### config.mk
export PLATFORM = sky130hd
export DESIGN_NAME = mrs_ctrl
export DESIGN_NICKNAME = d
export VERILOG_FILES = /design/src/design/mrs_pkg.sv /design/src/design/mrs_ctrl.sv
export SDC_FILE = /design/constraint.sdc
export NUM_CORES = 1
export LEC_CHECK = 0
export ABC_CLOCK_PERIOD_IN_PS = 5530
export BUFFER_PORTS_ARGS = -buffer_cell sky130_fd_sc_hd__buf_2
export CAP_MARGIN = 20
export CORE_ASPECT_RATIO = 0.8
export CORE_MARGIN = 3
export CORE_UTILIZATION = 40
export DETAILED_ROUTE_END_ITERATION = 8
export PLACE_DENSITY_LB_ADDON = 0.2
export SKIP_LAST_GASP = 1
export SYNTH_ARGS = -nofsm -noshare
export SYNTH_HDL_FRONTEND = slang
export SYNTH_SLANG_ARGS = --single-unit
### constraint.sdc
create_clock -name i_clk -period 5.53 [get_ports i_clk]
set_input_delay 1.106 -clock i_clk [delete_from_list [all_inputs] [get_ports i_clk]]
set_output_delay 1.106 -clock i_clk [all_outputs]
set_load 0.05 [all_outputs]
### src/design/mrs_pkg.sv
`timescale 1ns / 1ps
package mrs_pkg;

    localparam int SAMPLE_W   = 24;
    localparam int CNT_W      = 17;
    localparam int SUM_W      = 41;
    localparam int SQ_W       = 63;
    localparam int MAG_W      = 40;
    localparam int WIDE_W     = 80;
    localparam int DEN_W      = 32;
    localparam int VAR_W      = 48;
    localparam int VAR_OUT_W  = 47;
    localparam int ROOT_W     = 24;
    localparam int STEP_W     = 7;

    localparam int DIV_STEPS     = WIDE_W;
    localparam int MUL_N_STEPS   = CNT_W;
    localparam int MUL_MAG_STEPS = MAG_W;
    localparam int ROOT_STEPS    = VAR_W / 2;

    localparam int MAX_LEN_DEF     = 65536;
    localparam int SAMPLE_BITS_DEF = 24;

    typedef enum logic [4:0] {
        OP_NOP,
        OP_ACC,
        OP_MEAN_LD,
        OP_DIV_STEP,
        OP_MEAN_ST,
        OP_MUL_S2_LD,
        OP_MUL_ADD,
        OP_MUL_MAG_LD,
        OP_MUL_SUB,
        OP_VDIV_LD,
        OP_SDROOT_LD,
        OP_ROOT_STEP,
        OP_SEDIV_LD,
        OP_SEROOT_LD,
        OP_SE_SQR,
        OP_OUT
    } t_op;

    typedef struct packed {
        t_op op;
    } t_cmd;

    typedef struct packed {
        logic empty;
        logic single;
    } t_flags;

endpackage

### src/design/mrs_ctrl.sv
`timescale 1ns / 1ps
module mrs_ctrl
    import mrs_pkg::*;
(
    input  logic   i_clk,
    input  logic   i_rst_n,
    input  logic   i_valid,
    output logic   o_stall,
    input  logic   i_last_element,
    output logic   o_valid,
    input  logic   i_stall,
    input  t_flags i_flags,
    output t_cmd   o_cmd
);

    typedef enum logic [11:0] {
        S_ACC      = 12'b0000_0000_0001,
        S_MEAN_DIV = 12'b0000_0000_0010,
        S_MEAN_ST  = 12'b0000_0000_0100,
        S_MUL_SQ   = 12'b0000_0000_1000,
        S_MUL_MAG  = 12'b0000_0001_0000,
        S_VAR_DIV  = 12'b0000_0010_0000,
        S_SD_ROOT  = 12'b0000_0100_0000,
        S_SE_DIV   = 12'b0000_1000_0000,
        S_SE_ROOT  = 12'b0001_0000_0000,
        S_SE_SQR   = 12'b0010_0000_0000,
        S_SE_MUL   = 12'b0100_0000_0000,
        S_DONE     = 12'b1000_0000_0000
    } t_state;

    t_state            r_state, n_state;
    logic [STEP_W-1:0] r_step, n_step;
    logic              r_ovalid, n_ovalid;

    assign o_valid = r_ovalid;
    assign o_stall = (r_state != S_ACC);

    always_comb begin
        n_state  = r_state;
        n_step   = r_step;
        n_ovalid = r_ovalid & i_stall;
        o_cmd.op = OP_NOP;
        case (r_state)
            S_ACC: begin
                if (i_valid) begin
                    o_cmd.op = OP_ACC;
                    if (i_last_element) begin
                        n_state = S_MEAN_DIV;
                        n_step  = '0;
                    end
                end
            end
            S_MEAN_DIV: begin
                if (r_step == '0) begin
                    if (i_flags.empty) begin
                        n_state = S_DONE;
                    end else begin
                        o_cmd.op = OP_MEAN_LD;
                        n_step   = r_step + 1'b1;
                    end
                end else begin
                    o_cmd.op = OP_DIV_STEP;
                    if (r_step == STEP_W'(DIV_STEPS)) begin
                        n_state = S_MEAN_ST;
                        n_step  = '0;
                    end else begin
                        n_step = r_step + 1'b1;
                    end
                end
            end
            S_MEAN_ST: begin
                o_cmd.op = OP_MEAN_ST;
                n_state  = i_flags.single ? S_DONE : S_MUL_SQ;
            end
            S_MUL_SQ: begin
                if (r_step == '0) begin
                    o_cmd.op = OP_MUL_S2_LD;
                    n_step   = r_step + 1'b1;
                end else begin
                    o_cmd.op = OP_MUL_ADD;
                    if (r_step == STEP_W'(MUL_N_STEPS)) begin
                        n_state = S_MUL_MAG;
                        n_step  = '0;
                    end else begin
                        n_step = r_step + 1'b1;
                    end
                end
            end
            S_MUL_MAG: begin
                if (r_step == '0) begin
                    o_cmd.op = OP_MUL_MAG_LD;
                    n_step   = r_step + 1'b1;
                end else begin
                    o_cmd.op = OP_MUL_SUB;
                    if (r_step == STEP_W'(MUL_MAG_STEPS)) begin
                        n_state = S_VAR_DIV;
                        n_step  = '0;
                    end else begin
                        n_step = r_step + 1'b1;
                    end
                end
            end
            S_VAR_DIV: begin
                if (r_step == '0) begin
                    o_cmd.op = OP_VDIV_LD;
                    n_step   = r_step + 1'b1;
                end else begin
                    o_cmd.op = OP_DIV_STEP;
                    if (r_step == STEP_W'(DIV_STEPS)) begin
                        n_state = S_SD_ROOT;
                        n_step  = '0;
                    end else begin
                        n_step = r_step + 1'b1;
                    end
                end
            end
            S_SD_ROOT: begin
                if (r_step == '0) begin
                    o_cmd.op = OP_SDROOT_LD;
                    n_step   = r_step + 1'b1;
                end else begin
                    o_cmd.op = OP_ROOT_STEP;
                    if (r_step == STEP_W'(ROOT_STEPS)) begin
                        n_state = S_SE_DIV;
                        n_step  = '0;
                    end else begin
                        n_step = r_step + 1'b1;
                    end
                end
            end
            S_SE_DIV: begin
                if (r_step == '0) begin
                    o_cmd.op = OP_SEDIV_LD;
                    n_step   = r_step + 1'b1;
                end else begin
                    o_cmd.op = OP_DIV_STEP;
                    if (r_step == STEP_W'(DIV_STEPS)) begin
                        n_state = S_SE_ROOT;
                        n_step  = '0;
                    end else begin
                        n_step = r_step + 1'b1;
                    end
                end
            end
            S_SE_ROOT: begin
                if (r_step == '0) begin
                    o_cmd.op = OP_SEROOT_LD;
                    n_step   = r_step + 1'b1;
                end else begin
                    o_cmd.op = OP_ROOT_STEP;
                    if (r_step == STEP_W'(ROOT_STEPS)) begin
                        n_state = S_SE_SQR;
                        n_step  = '0;
                    end else begin
                        n_step = r_step + 1'b1;
                    end
                end
            end
            S_SE_SQR: begin
                o_cmd.op = OP_SE_SQR;
                n_state  = S_SE_MUL;
                n_step   = '0;
            end
            S_SE_MUL: begin
                o_cmd.op = OP_MUL_ADD;
                if (r_step == STEP_W'(MUL_N_STEPS - 1)) begin
                    n_state = S_DONE;
                    n_step  = '0;
                end else begin
                    n_step = r_step + 1'b1;
                end
            end
            S_DONE: begin
                if (!r_ovalid || !i_stall) begin
                    o_cmd.op = OP_OUT;
                    n_ovalid = 1'b1;
                    n_state  = S_ACC;
                    n_step   = '0;
                end
            end
            default: begin
                n_state = S_ACC;
                n_step  = '0;
            end
        endcase
    end

    always_ff @(posedge i_clk) begin
        if (!i_rst_n) begin
            r_state  <= S_ACC;
            r_step   <= '0;
            r_ovalid <= 1'b0;
        end else begin
            r_state  <= n_state;
            r_step   <= n_step;
            r_ovalid <= n_ovalid;
        end
    end

endmodule

Yosys cells after proc, flatten, opt, wreduce, memory -nomap -nowiden
Index checks and enable logic that the tools add are counted.

Register bits: 20. Input port bits: 7. Output and inout port bits: 7. Word-level logic and storage cells: 100.

Add/subtract/negate cells: 1. Eq/ne operators: 37. Muxes and demuxes: 49. Bitwise logic cells: 2. Reduce and logical (&&, ||, !) cells: 8.

Operators by type and width (count): $mux W12 (20); $pmux W12 S12 (1); $mux W7 (14); $pmux W7 S9 (1); $pmux W5 S12 (1); $ne A2 B2 Y1 const B (16); $eq A7 B5 Y1 const B (3); $reduce_and A18 Y1 (1); $mux W4 (4); $eq A12 B1 Y1 const B (1); $eq A12 B10 Y1 const B (1); $eq A12 B11 Y1 const B (1); $eq A12 B12 Y1 const B (1); $eq A12 B2 Y1 const B (1); $eq A12 B3 Y1 const B (1); $eq A12 B4 Y1 const B (1); $eq A12 B5 Y1 const B (1); $eq A12 B6 Y1 const B (1); $eq A12 B7 Y1 const B (1); $eq A12 B8 Y1 const B (1); $eq A12 B9 Y1 const B (1); $ne A12 B1 Y1 const B (1); $ne A3 B3 Y1 const B (3); $add A7 B1 Y7 const B (1); 13 further kinds (19).

Longest topological paths before layout
Gate-level depths: netlist of run 1.

Depth in word-level cells: 4. Mapped depth: 9. Gate-level depth less buffers: 9.

Least setup slack after synthesis of run 1
OpenSTA, ideal clock, no wires.

Kind: register to output. Start: register r_state[8]. End: output port o_cmd[0] in the netlist's numbering. Arrival: 2.046 ns. Data required time: 4.424 ns. Setup slack: 2.378 ns. Stages on the path, launching flop included: 7. Path buffers: 1. Cells stage by stage: dfxtp_1 -> buf_2 -> nor4_4 -> nand3_1 -> inv_1 -> a21oi_1 -> nand4_1.

RTL lines: from (decl) (RTL line mrs_ctrl.sv:31) `t_state r_state, n_state;`; from (signal assigned) (RTL line mrs_ctrl.sv:194) `r_state <= n_state;`; to (decl) (RTL line mrs_ctrl.sv:13) `output t_cmd o_cmd`.

==> results.py, run 1 <==
metrics = {
    "synth": {
        "syn_area_um2": 1490,
        "post_synth_fa_ha_maj_area_fraction_pct": 2.53,
        "yosys_register_bits": 20,
        "fraction_of_registers_with_async_set_reset_pct": 0,
        "yosysWarnings": 0,
        "syn-instance-count": 182,
        "yosys-mux-area-fraction_pct": 0.673,
        "library_cell_with_the_highest_instance_count_after_synthesis": "dfxtp_1",
        "yosysTopAreaCellShare_pct": 26.9,
        "ys_top_cells_by_area": "dfxtp_1 27%, nor4_4 4.3%, nor4b_1 4.1%",
        "synth_area_per_cell_um2": 8.17,
        "synth.top_cells.by_count": "20 x dfxtp_1, 15 x nand2_1, 15 x nor2_1",
        "sequential_share_of_the_synthesized_area_pct": 26.9,
        "post_synth_num_cell_types": 48,
        "synthXorXnorAreaFrac_pct": 1.77,
        "synth_top_flop_cell": "dfxtp_1",
        "number_of_synthesized_flops_with_an_enable_pin": 0,
        "dominant_combinational_cell_family_by_area_after_synthesis": "simple AND/OR/NAND/NOR gates",
        "synth.largest_area_cell": "dfxtp_1",
        "synth_simple_gate_area_share_pct": 45.5,
        "synth_compound_area_share_pct": 18.8,
        "synthesis.nets": 192,
    },
    "worst_setup_path": {
        "cp_max_fo": 9,
        "crit_required_ns": 4.42,
        "regToRegStartpoint": "r_step[1]",
        "critical_path_start_type": "flip-flop",
        "critical_path_buf_inv_count": 1,
        "critPathTopFamily": "simple AND/OR/NAND/NOR gates",
        "crit_chain": "nor4_4 > nand2_1 > nor4_1 > a21oi_1 > nand3_1 > or3_1 > buf_2",
        "cpPeakStageDelay_ns": 0.52,
        "worst-setup-path-type": "flip-flop to primary output",
        "crit-reg2reg-capture": "r_state[0]",
        "critPathSlowestCell": "nor4_4",
        "capturing_element_type_of_the_critical_path": "primary output",
        "worst_ep_arrival_time_ns": 2.40,
        "ff2ff_path_depth": 9,
        "critPathLaunch": "r_state[8]",
        "reg2reg_slack_ns": 2.86,
    },
    "clock_tree": {
        "insertion_delay_ns": 0.26,
        "cts_resized": 0,
        "postCtsHoldBufs": 0,
        "sinks_on_the_clock_net": 20,
        "tritoncts_clock_tree": "yes",
        "cts_htree_levels": 1,
        "post_cts_setup_buffer_count": 0,
        "clkTransAtPathRegs_ns": 0.08,
        "ctsRootBufferMaster": "clkbuf_8",
        "cts_made_buffers": 3,
        "cts_buffer_depth": 2,
    },
    "power_and_ir_drop": {
        "power_per_cell_area_nw_per_um2": 252,
        "total_power_uw": 407,
        "max-vdd-ir-drop_uv": 129,
        "leakage_uw": 0.000668,
    },
    "global_route": {
        "antenna_found_initial": 0,
        "grt_overflow_total": 0,
        "grt_pass1_vias": 1346,
        "grt_use_total_pct": 18.0,
        "global_route_wire_length_before_repair_um": 6200,
        "largest_net_degree_at_the_start_of_global_routing": 19,
    },
    "timing": {
        "fin_tns_setup_ns": 0,
        "final_worst_path_cycle_share_pct": 63.5,
        "rsz0062_at_grt": "false",
        "final.hold.worst_slack_ns": 0.536,
        "timing.fmax_mhz": 285,
        "final_hold_viol_count": 0,
        "worst_pin_slew_ns": 0.538,
        "skew_ns": 0.00796,
        "slew_limit_headroom_pct": 64.0,
        "final_max_slew_viol_count": 0,
        "worst_slack_ns": 2.02,
        "timing.final.crit_period_ns": 3.51,
        "setup_violations": 0,
    },
    "detailed_routing": {
        "drcViolationCount": 0,
        "route.detailed.vias_per_inst": 6.09,
        "via_count": 1426,
        "first_pass_iters": 4,
        "avgRoutedWirePerCell_um": 16.1,
        "detail-route-antenna-nets": 0,
        "routed_wirelength_um": 3770,
        "number_of_drc_markers_in_iteration_0": 90,
    },
    "hold_path": {
        "hold_path_startpoint": "r_step[4]",
        "worstHoldPathType": "flip-flop to flip-flop",
        "worstHoldPathCells": 2,
        "worst_hold_path_ep": "r_step[4]",
    },
    "place": {
        "dpl_worst_slack_ns": 2.37,
        "portBuffers": 12,
        "globalplace.congestion": 0.885,
        "place.detailed.hpwl_um": 2850,
    },
    "die": {
        "die_area_um2": 4490,
        "io_pins": 14,
        "effective_utilization_at_floorplan_pct": 42.5,
        "die_h_um": 60.5,
        "fp.coreArea_um2": 3490,
        "rows": 19,
        "floorplan_die_width_um": 74.2,
    },
    "final_layout": {
        "multi_input_comb_area_um2": 1030,
        "fill_cells": 341,
        "final_util_pct": 46.2,
        "num-nets-final": 204,
        "antenna_diode_count": 0,
        "drive_gt1_share_pct": 13.5,
        "area_growth_syn_to_layout_pct": 8.59,
        "register_area_um2": 400,
    },
    "outcome": {
        "status": "completed",
    },
    "run": {
        "max-cap-violations": 0,
    },
}
## through the flow
step                instance area [um^2]  instances
finish                              1610        234
global route                        1610        234
CTS                                 1610        234
detailed placement                  1570        231
global placement                    1570        231
floorplan                           1490        182
## metal layers
layer	part of all wire, %	vias up	track usage, %	routed length (um)
met4	0.72	0	5.68	27
met3	6.0	4	5.13	225
met1	47	680	23.6	1760
met2	46	44	28.9	1750
li1	-	698	-	-
met5	0	-	0	0
## registers in the layout, indices dropped and copies added (netlist names)
register,count
r_state,12
r_step,7
o_valid,1
## cells by family (layout without fill, tap and decap cells)
family	count (synthesis)	in the layout
adders and majority gates	3	3
DFF	20	20
buffers and inverters	12	22
and+or+nand+nor	104	104
muxes	1	1
xor gates and xnor gates	3	3
AOI/OAI and AO/OA	38	38
other	1	1
## worst max path at each step
stage	slack, ns	to	cells after the start
2_1_floorplan	2.38	o_cmd[0]	6
3_3_place_gp	2.38	o_cmd[2]	4
3_5_place_dp	2.37	o_cmd[1]	7
4_1_cts	2.07	o_cmd[1]	7
5_1_grt	1.78	o_cmd[1]	7
6_report	2.02	o_cmd[1]	7
## layout make-up
type,instances,share of cell area (%)
inverters,7,1.63
multi-input cells,150,64.0
clock buffers,3,2.56
repair buffers,12,3.72
well taps,42,3.26
flip-flops and latches,20,24.8
## layout by cell type, fill, tap and decap left out, types with 6 or more instances in the layout
cell type  count
inv_1          7
nor2b_1        6
nor4b_1        7
and2_1         8
nand4_1        7
buf_2         12
nand2b_1       6
nand2_1       15
nand3_1       10
dfxtp_1       20
nor2_1        15
a21boi_0       6
o21ai_0        9
## power breakdown
part	switching, uW	internal, uW	leakage (uW)
clock	50.6	48.6	0.0000216
sequential	8.89	149	0.000162
combinational	103	47.0	0.000485
## worst reg2reg max path, cell delays in order, from the launching register on
cell and delay [ns]:
dfxtp_1 0.33, inv_1 0.10, ha_1 0.18, nand2b_1 0.07, or4_1 0.52, nor2b_1 0.18
nor4b_4 0.49, o21ai_4 0.19, o41ai_4 0.40, o21bai_1 0.16
Note: power is estimated with default switching activity, not from simulation.
==> inputs of run 2 (changes only) <==
- ABC_AREA: default -> 1
- ABC_CLOCK_PERIOD_IN_PS: 5530 -> 3100
- clock period: 5.53 -> 3.1 ns (I/O delays scaled with it)
==> run 2 against run 1 <==
Net effect:
- setup slack got worse by 1.7 ns
- global-route usage rose by 0.49 points
- sequential cell count is the same
- clock skew shrank 0.0056 ns
- utilization fell by 0.39 points
- clock power up 78%
- die area up 19%
- design area is 21% higher
- area after synthesis rose by 21%
- wire length up 21%
- largest cell class unchanged
- largest power group is now combinational logic
==> results.py, run 2 <==
metrics = {
    "outcome": {
        "status": "completed",
    },
    "place": {
        "globalplace.congestion": 0.947,
        "place.detailed.hpwl_um": 3650,
        "portBuffers": 12,
    },
    "detailed_routing": {
        "detail-route-antenna-nets": 0,
        "drcViolationCount": 0,
        "route.detailed.vias_per_inst": 4.97,
        "avgRoutedWirePerCell_um": 13.2,
        "via_count": 1718,
        "number_of_drc_markers_in_iteration_0": 161,
        "first_pass_iters": 4,
        "routed_wirelength_um": 4560,
    },
    "global_route": {
        "global_route_wire_length_before_repair_um": 7720,
        "largest_net_degree_at_the_start_of_global_routing": 14,
        "global_route.usage.met3_pct": 4.77,
        "grt_busiest_layer": "met2",
        "grt_use_total_pct": 18.5,
        "grt_overflow_total": 0,
        "use_met2_pct": 27.2,
        "grt_pass1_vias": 1609,
        "antenna_found_initial": 0,
        "grt_util_met1_pct": 27.0,
    },
    "power_and_ir_drop": {
        "leakage_uw": 0.00106,
        "total_power_uw": 2170,
        "max-vdd-ir-drop_uv": 765,
        "power_per_cell_area_nw_per_um2": 1110,
    },
    "hold_path": {
        "worstHoldPathType": "flip-flop to flip-flop",
        "worstHoldPathCells": 2,
        "worst_hold_path_ep": "r_step[2]",
        "hold_path_startpoint": "r_step[2]",
    },
    "timing": {
        "timing.fmax_mhz": 357,
        "timing.final.crit_period_ns": 2.80,
        "final_worst_path_cycle_share_pct": 90.4,
        "worst_pin_slew_ns": 0.520,
        "final_max_slew_viol_count": 0,
        "rsz0062_at_grt": "false",
        "fin_tns_setup_ns": 0,
        "slew_limit_headroom_pct": 65.3,
        "setup_violations": 0,
        "skew_ns": 0.00240,
        "final_hold_viol_count": 0,
    },
    "synth": {
        "library_cell_with_the_highest_instance_count_after_synthesis": "nand2_1",
        "synth_area_per_cell_um2": 6.50,
        "synth_top_flop_cell": "dfxtp_1",
        "sequential_share_of_the_synthesized_area_pct": 22.2,
        "yosys_register_bits": 20,
        "syn_area_um2": 1800,
        "synthesis.nets": 287,
        "post_synth_num_cell_types": 33,
        "syn-instance-count": 277,
        "synth.top_cells.by_count": "60 x nand2_1, 38 x nor2_1, 32 x inv_1",
        "yosysWarnings": 0,
        "fraction_of_registers_with_async_set_reset_pct": 0,
        "ys_top_cells_by_area": "dfxtp_1 22%, nand2_1 13%, nor2_1 7.9%",
        "number_of_synthesized_flops_with_an_enable_pin": 0,
        "synth.largest_area_cell": "dfxtp_1",
        "yosysTopAreaCellShare_pct": 22.2,
    },
    "worst_setup_path": {
        "critical_path_start_type": "flip-flop",
        "cpPeakStageDelay_ns": 0.43,
        "critPathSlowestCell": "nor2_2",
        "ff2ff_path_depth": 11,
        "crit-reg2reg-capture": "r_state[0]",
        "regToRegStartpoint": "r_step[0]",
        "reg2reg_slack_ns": 1.13,
        "worst_ep_arrival_time_ns": 2.18,
        "cp_max_fo": 11,
        "capturing_element_type_of_the_critical_path": "primary output",
        "crit_chain": "inv_1 > ha_1 > nand2_1 > nor2_2 > nand3_1 > o21ai_0 > a21oi_1 > nand4_1 > buf_2",
        "worst-setup-path-type": "flip-flop to primary output",
        "crit_required_ns": 2.48,
        "critPathTopFamily": "simple AND/OR/NAND/NOR gates",
        "critical_path_buf_inv_count": 2,
    },
    "clock_tree": {
        "cts_htree_levels": 1,
        "cts_resized": 0,
        "postCtsHoldBufs": 0,
        "post_cts_setup_buffer_count": 0,
        "clkTransAtPathRegs_ns": 0.07,
        "insertion_delay_ns": 0.27,
        "sinks_on_the_clock_net": 20,
        "cts_buffer_depth": 2,
        "tritoncts_clock_tree": "yes",
        "ctsRootBufferMaster": "clkbuf_8",
        "cts_made_buffers": 3,
    },
    "die": {
        "die_area_um2": 5350,
        "io_pins": 14,
        "die_h_um": 66.0,
        "floorplan_die_width_um": 81.0,
        "effective_utilization_at_floorplan_pct": 42.3,
        "rows": 21,
        "fp.coreArea_um2": 4260,
    },
    "final_layout": {
        "area_growth_syn_to_layout_pct": 8.27,
        "final_util_pct": 45.8,
        "layout_common_cells": "60 x nand2_1, 38 x nor2_1, 32 x inv_1, 28 x nand3_1, 20 x dfxtp_1",
        "antenna_diode_count": 0,
        "largest-register": "r_state",
        "num-nets-final": 301,
        "fill_cells": 447,
        "drive_gt1_share_pct": 22.5,
        "layout_commonest_cell": "nand2_1",
        "max_ffs_per_register": 12,
    },
    "run": {
        "max-cap-violations": 0,
    },
}
==> run 2: changes by cell type in the layout (fill, tap and decap cells not counted), moves of 8 or more <==
cell	previous run	this run
a21oi_1	5	14
and2_1	8	0
inv_1	7	32
inv_2	0	11
nand2_1	15	60
nand3_1	10	28
nor2_1	15	38
nor2_2	0	9
==> run 2: cells by family after synthesis <==
logic type | Yosys count | share of synthesized area (%)
fa+ha+maj | 3 | 2.09
xor+xnor | 5 | 2.43
simple gates | 178 | 55.4
compound gates | 24 | 7.37
other cells | 1 | 0.208
flops | 20 | 22.2
buf+inv | 46 | 10.3
==> run 2: per-layer routing <==
metal / vias up / share of wire, %
li1: 902 / -
met1: 753 / 52
met2: 56 / 41
met3: 7 / 6.1
met4: 0 / 0.72
met5: - / 0
==> run 2: stage by stage <==
step	instances	hold slack (ns)	area (um^2)	worst slack [ns]
2_1_floorplan	277	0.497	1800	0.707
3_3_place_gp	343	0.519	1910	0.683
3_5_place_dp	343	0.527	1910	0.650
4_1_cts	346	0.537	1950	0.341
5_1_grt	346	0.566	1950	0.100
6_report	346	0.538	1950	0.298
==> run 2: worst max path at each step <==
stage | from | end | slack [ns] | cells after the start
3_5_place_dp | r_step[0] | o_cmd[2] | 0.65 | 9
3_3_place_gp | r_step[0] | o_cmd[2] | 0.68 | 9
5_1_grt | r_step[1] | o_cmd[1] | 0.1 | 9
6_report | r_step[0] | o_cmd[1] | 0.30 | 9
2_1_floorplan | r_step[0] | o_cmd[2] | 0.71 | 7
4_1_cts | r_step[0] | o_cmd[2] | 0.34 | 9
==> run 2: worst register-to-register path: stages, from the launching register on <==
cell and delay, ns:
dfxtp_1 0.34, inv_1 0.09, ha_1 0.17, nand2_1 0.07
nor2_2 0.43, nand3_1 0.21, nand2_1 0.15, nor2_2 0.05
nand2_2 0.11, nor2_8 0.07, nand4_1 0.08, nand3_1 0.09
==> run 2: area by class of cell <==
class                      count  area (um^2)  share of cell area [%]
clock buffer                   3         41.3                    2.12
timing repair buffer          12         60.1                    3.08
tap                           57         71.3                    3.66
sequential                    20          400                    20.5
multi-input combinational    211         1210                    62.3
inverter                      43          161                    8.28
==> run 2: power by group <==
| part | internal [uW] | total [uW] | switching (uW) |
|---|---|---|---|
| clock network | 86.9 | 177 | 90.3 |
| registers | 320 | 381 | 60.8 |
| logic | 474 | 1610 | 1140 |
| total | 881 | 2170 | 1290 |
